`config.mk`:
```
export PLATFORM = sky130hd
export DESIGN_NAME = ffa_alu
export DESIGN_NICKNAME = d
export VERILOG_FILES = /design/src/hw/rtl/ffa_pkg.sv /design/src/hw/rtl/ffa_alu.sv
export SDC_FILE = /design/constraint.sdc
export NUM_CORES = 1
export LEC_CHECK = 0
export BUFFER_PORTS_ARGS = -buffer_cell sky130_fd_sc_hd__buf_2
export CAP_MARGIN = 10
export CORE_UTILIZATION = 40
export DETAILED_ROUTE_END_ITERATION = 6
export GPL_TIMING_DRIVEN = 0
export MAX_ROUTING_LAYER = met4
export PLACE_DENSITY = 0.71
export SLEW_MARGIN = 15
export SYNTH_ARGS = -nofsm -noshare
export SYNTH_HDL_FRONTEND = slang
export SYNTH_SLANG_ARGS = --single-unit
export TNS_END_PERCENT = 50
```
`constraint.sdc`:
```
create_clock -name vclk -period 4.2
set_input_delay 0.42 -clock vclk [all_inputs]
set_output_delay 0.42 -clock vclk [all_outputs]
set_load 0.01 [all_outputs]
```
`src/hw/rtl/ffa_pkg.sv`:
```
package ffa_pkg;

   // heap geometry
   localparam int HEAP_BYTES = 4096;
   localparam int NGRAN      = HEAP_BYTES / 16;
   localparam int GW         = $clog2(NGRAN);
   localparam int LW         = GW + 1;
   localparam int ALU_W      = 14;

   localparam logic [LW-1:0] NULL_LINK = LW'(NGRAN);

   // commands
   localparam logic CMD_ALLOC = 1'b0;
   localparam logic CMD_FREE  = 1'b1;

   // result status codes
   localparam logic [1:0] STAT_OK      = 2'd0;
   localparam logic [1:0] STAT_NOFIT   = 2'd1;
   localparam logic [1:0] STAT_BADFREE = 2'd2;

   // per-granule chunk info
   typedef struct packed {
      logic [LW-1:0] gran;
      logic          start;
      logic          in_use;
   } info_type;

   // sequencer states
   typedef enum logic [10:0] {
      S_CLEAR  = 11'b000_0000_0001,
      S_IDLE   = 11'b000_0000_0010,
      S_NEED   = 11'b000_0000_0100,
      S_CHECK  = 11'b000_0000_1000,
      S_RD     = 11'b000_0001_0000,
      S_EVAL   = 11'b000_0010_0000,
      S_UNLINK = 11'b000_0100_0000,
      S_SPLIT  = 11'b000_1000_0000,
      S_PUSH1  = 11'b001_0000_0000,
      S_PUSH2  = 11'b010_0000_0000,
      S_DONE   = 11'b100_0000_0000
   } state_type;

endpackage

```
`src/hw/rtl/ffa_alu.sv`:
```
module ffa_alu (
   input  logic [ffa_pkg::ALU_W-1:0] a,
   input  logic [ffa_pkg::ALU_W-1:0] b,
   input  logic                      sub,
   output logic [ffa_pkg::ALU_W-1:0] sum,
   output logic                      ge
);

   logic [ffa_pkg::ALU_W:0] full;

   // shared adder; on subtract the carry out means a >= b
   assign full = {1'b0, a} + {1'b0, (sub ? ~b : b)} + {{ffa_pkg::ALU_W{1'b0}}, sub};
   assign sum  = full[ffa_pkg::ALU_W-1:0];
   assign ge   = full[ffa_pkg::ALU_W];

endmodule

```
---- Yosys cells after proc, flatten, opt, wreduce, memory -nomap -nowiden ----
Index checks and enable logic that the tools add are counted.
Widths: inputs -> output; s select.
cells by class
  $add $sub $neg .......................... 2
  mux-type cells .......................... 1
  bitwise operators ....................... 1
operators by type and width
  operator        count
  $add 14x14->15  1
  $add 15x1->15   1
  $mux 14         1
  $not 14->14     1
storage, ports and cells
  register bits ........................... 0
  logic and storage cells ................. 4
  input bits .............................. 29

---- Longest topological paths before layout ----
  depth after elaboration ................. 4
  mapped depth ............................ 10

---- Worst setup path before layout ----
No wires, ideal clock.
  path kind ............................... input -> output
  start point ............................. input sub
  end point ............................... output sum[11] (netlist name)
  cell stages on the path ................. 9
  data arrival time ....................... 2819 ps
  slack ................................... 961 ps
  required time ........................... 3780 ps
  path through ............................ buf_2 -> buf_1 -> xor2_1 -> ha_1 -> and4_1 -> and2_0 -> or3_1 -> o2111a_1 -> a311oi_1
between the ends
  word-level cells in the longest chain between the ends .. 3
RTL lines
  what                RTL line       source
  start: declaration  ffa_alu.sv:4   input logic sub,
  $mux 14             ffa_alu.sv:12  assign full = {1'b0, a} + {1'b0, (sub ? ~b : b)} + {{ffa_pkg::ALU_W{1'b0}}, sub};
  $add 14x14->15      ffa_alu.sv:12
  $add 15x1->15 *     ffa_alu.sv:12
  end: declaration    ffa_alu.sv:5   output logic [ffa_pkg::ALU_W-1:0] sum,
Every way passes the cells marked *; elsewhere a longest branch is shown, timed or not.

---- Final worst setup path ----
Ends and elaborated chain as after synthesis.

==> results.cfg <==
[run_status]
status = finished, final reports clean

[cells_and_area]
fin_area_sq_um = 1140
num_antenna_cells = 0
clockBufferCount = 0
fin_util_pct = 56.2
multi_input_area_sq_um = 860
syn_to_final_growth_pct = 28.1
seq_cells = 0
nets = 210
n_fill_cell = 219
drive_gt1_share_pct = 28.8
seqCellArea_sq_um = 0

[critical_path]
crit_chain = buf_2 -> buf_1 -> xor2_1 -> ha_1 -> and4_1 -> and2_0 -> or3_1 -> o2111a_1 -> a311oi_1 -> buf_2
crit_top_cell = buf_2
critPathLaunchType = primary input
crit_type = in2out
worst-path-max-fanout = 10
slowest_delay_ns = 0.59
cp_slowest_cell = buf_1
required_ns = 3.78
cp.arrival_ns = 3.11
endpoint_kind = output pin

[clock_network]
cts_setup_buffers = 0
hold_buffers = 0
cts_resized = 0

[pwr]
vdd_drop_max_uv = 101
power_frac_seq_pct = 0
p_comb_share_pct = 100.0
p_leak_nw = 0.596
internal_power_mw = 0.118
swShare_pct = 54.1
power_density_nw_per_um2 = 227
power_frac_clock_pct = 0
p_switching_mw = 0.139

[global_routing]
grt_pass1_wl_microns = 3550
grt-ovfl-total = 0
antenna_found_initial = 0
grt_pass1_vias = 862
grt_util_all_layers_pct = 17.8
grt_start_max_net_pins = 11

[synthesis]
yosysUniqueCellTypes = 40
ys_warn_count = 0
syn-num-nets = 165
synth-seq-area-share_pct = 0
synth_area_sq_um = 887
avgSynthCellArea_sq_um = 7.39
synthCells = 120

[floorplanning]
die_y_microns = 49.1
rows = 16
start_util_pct = 43.9
core_sq_um = 2020
ios = 44
die_area_sq_um = 2410
die_x_microns = 49.1

[route]
drt_wl_total_microns = 2090
drtIter0Drc = 11
ant_nets = 0
first_pass_iters = 4
vias = 997
viasPerCell = 5.25
wl_per_cell_microns = 11.0
drc = 0

[sta]
worstMarginPinSlew_ns = 0.748
min_period_over_period_pct = 84.0
final_hold_viol_count = 0
final_max_slew_viol_count = 0
slew_headroom_pct = 50.1
fin_setup_tns_ns = 0
setup_violations = 0
period_minus_slack_ns = 3.53
fin_ws_ns = 0.674
timing.fmax_mhz = 284
hold_ws_ns = 1.11
rsz0062_at_grt = false

[placed_design]
post-place-ws_ns = 0.666
dp_hpwl_microns = 1750
io_buffers = 43
dpl_cell_area_sq_um = 1140
routabilityCongestion = 0.871

[flow_run]
cap_viol_max_count = 0

[worst_hold_path]
hp-class = in2out
[through the flow]
step	power [mW]	std cells
2_1_floorplan	0.178	120
3_3_place_gp	0.251	190
3_5_place_dp	0.256	190
4_1_cts	0.257	190
5_1_grt	0.287	190
6_report	0.258	190
[final cells by class]
| class | count | share of cell area, % |
|---|---|---|
| multi-input cells | 113 | 75.7 |
| well taps | 27 | 2.97 |
| inverters | 4 | 1.32 |
| plain buffers | 3 | 1.10 |
| repair buffers | 43 | 18.9 |
[metal layers]
metal | vias to the layer above | GRT usage, % | share of wire (%)
li1 | 535 | - | -
met4 | 0 | 0 | 0
met2 | 27 | 30.1 | 47
met5 | - | - | 0
met1 | 435 | 24.7 | 49
met3 | 0 | 0.935 | 4.1
[synth_stat cells, types with 2 or more instances]
cell type  count  area, sq um
o21ai_0        6         30.0
nor2_1         7         26.3
nor3_1         2         10.0
nor2b_1        2         12.5
nand2_1        9         33.8
a211o_1        3         26.3
nand3_1        5         25.0
ha_1          15          188
a21oi_1       10         50.1
a221oi_1       2         17.5
xor2_1        17          149
a31oi_1        2         12.5
or3_1          2         12.5
xnor2_1        4         35.0
inv_1          4         15.0
a21o_1         6         45.0
[cell families (layout without fill, tap and decap cells)]
kind of cell,count (synthesis),count (layout),synth area share (%)
compound gates,39,39,30.2
xor+xnor,21,21,20.7
fa+ha+maj,16,16,23.4
buf+inv,7,50,3.10
mux,2,2,2.40
simple gates,35,35,20.2
[cell usage in the layout, fill, tap and decap left out, drive strengths merged]
| cell type | count |
|---|---|
| a2111oi | 1 |
| a211o | 3 |
| a211oi | 1 |
| a21boi | 1 |
| a21o | 6 |
| a21oi | 10 |
| a221oi | 2 |
| a311oi | 1 |
| a31oi | 2 |
| and2 | 2 |
| and2b | 1 |
| and3 | 1 |
| and4 | 1 |
| buf | 45 |
| clkbuf | 1 |
| fa | 1 |
| ha | 15 |
| inv | 4 |
| mux2 | 1 |
| mux2i | 1 |
| nand2 | 9 |
| nand3 | 5 |
| nand4 | 1 |
| nor2 | 7 |
| nor2b | 2 |
| nor3 | 2 |
| nor3b | 1 |
| nor4b | 1 |
| o2111a | 1 |
| o21ai | 6 |
| o21ba | 1 |
| o21bai | 1 |
| o22ai | 1 |
| o311ai | 1 |
| o32a | 1 |
| or3 | 2 |
| xnor2 | 4 |
| xor2 | 17 |
[critical path: cells and delay by family]
kind	cells	cell delay, ns
buf+inv	3	0.90
xor+xnor	1	0.19
compound gates	2	0.47
simple gates	3	0.73
fa+ha+maj	1	0.40
[power groups by stage]
stage / clock network [mW] / logic, mW / registers [mW]
finish: 0 / 0.258 / 0
global route: 0 / 0.287 / 0
detailed placement: 0 / 0.256 / 0
floorplan: 0 / 0.178 / 0
global placement: 0 / 0.251 / 0
CTS: 0 / 0.257 / 0
[worst paths after layout]
| path | depth (start not counted) | slack [ns] | start | endpoint |
|---|---|---|---|---|
| max | 10 | 0.67 | sub | sum[11] |
| min | 3 | 1.11 | a[0] | sum[0] |
Note: power is estimated with default switching activity, not from simulation.
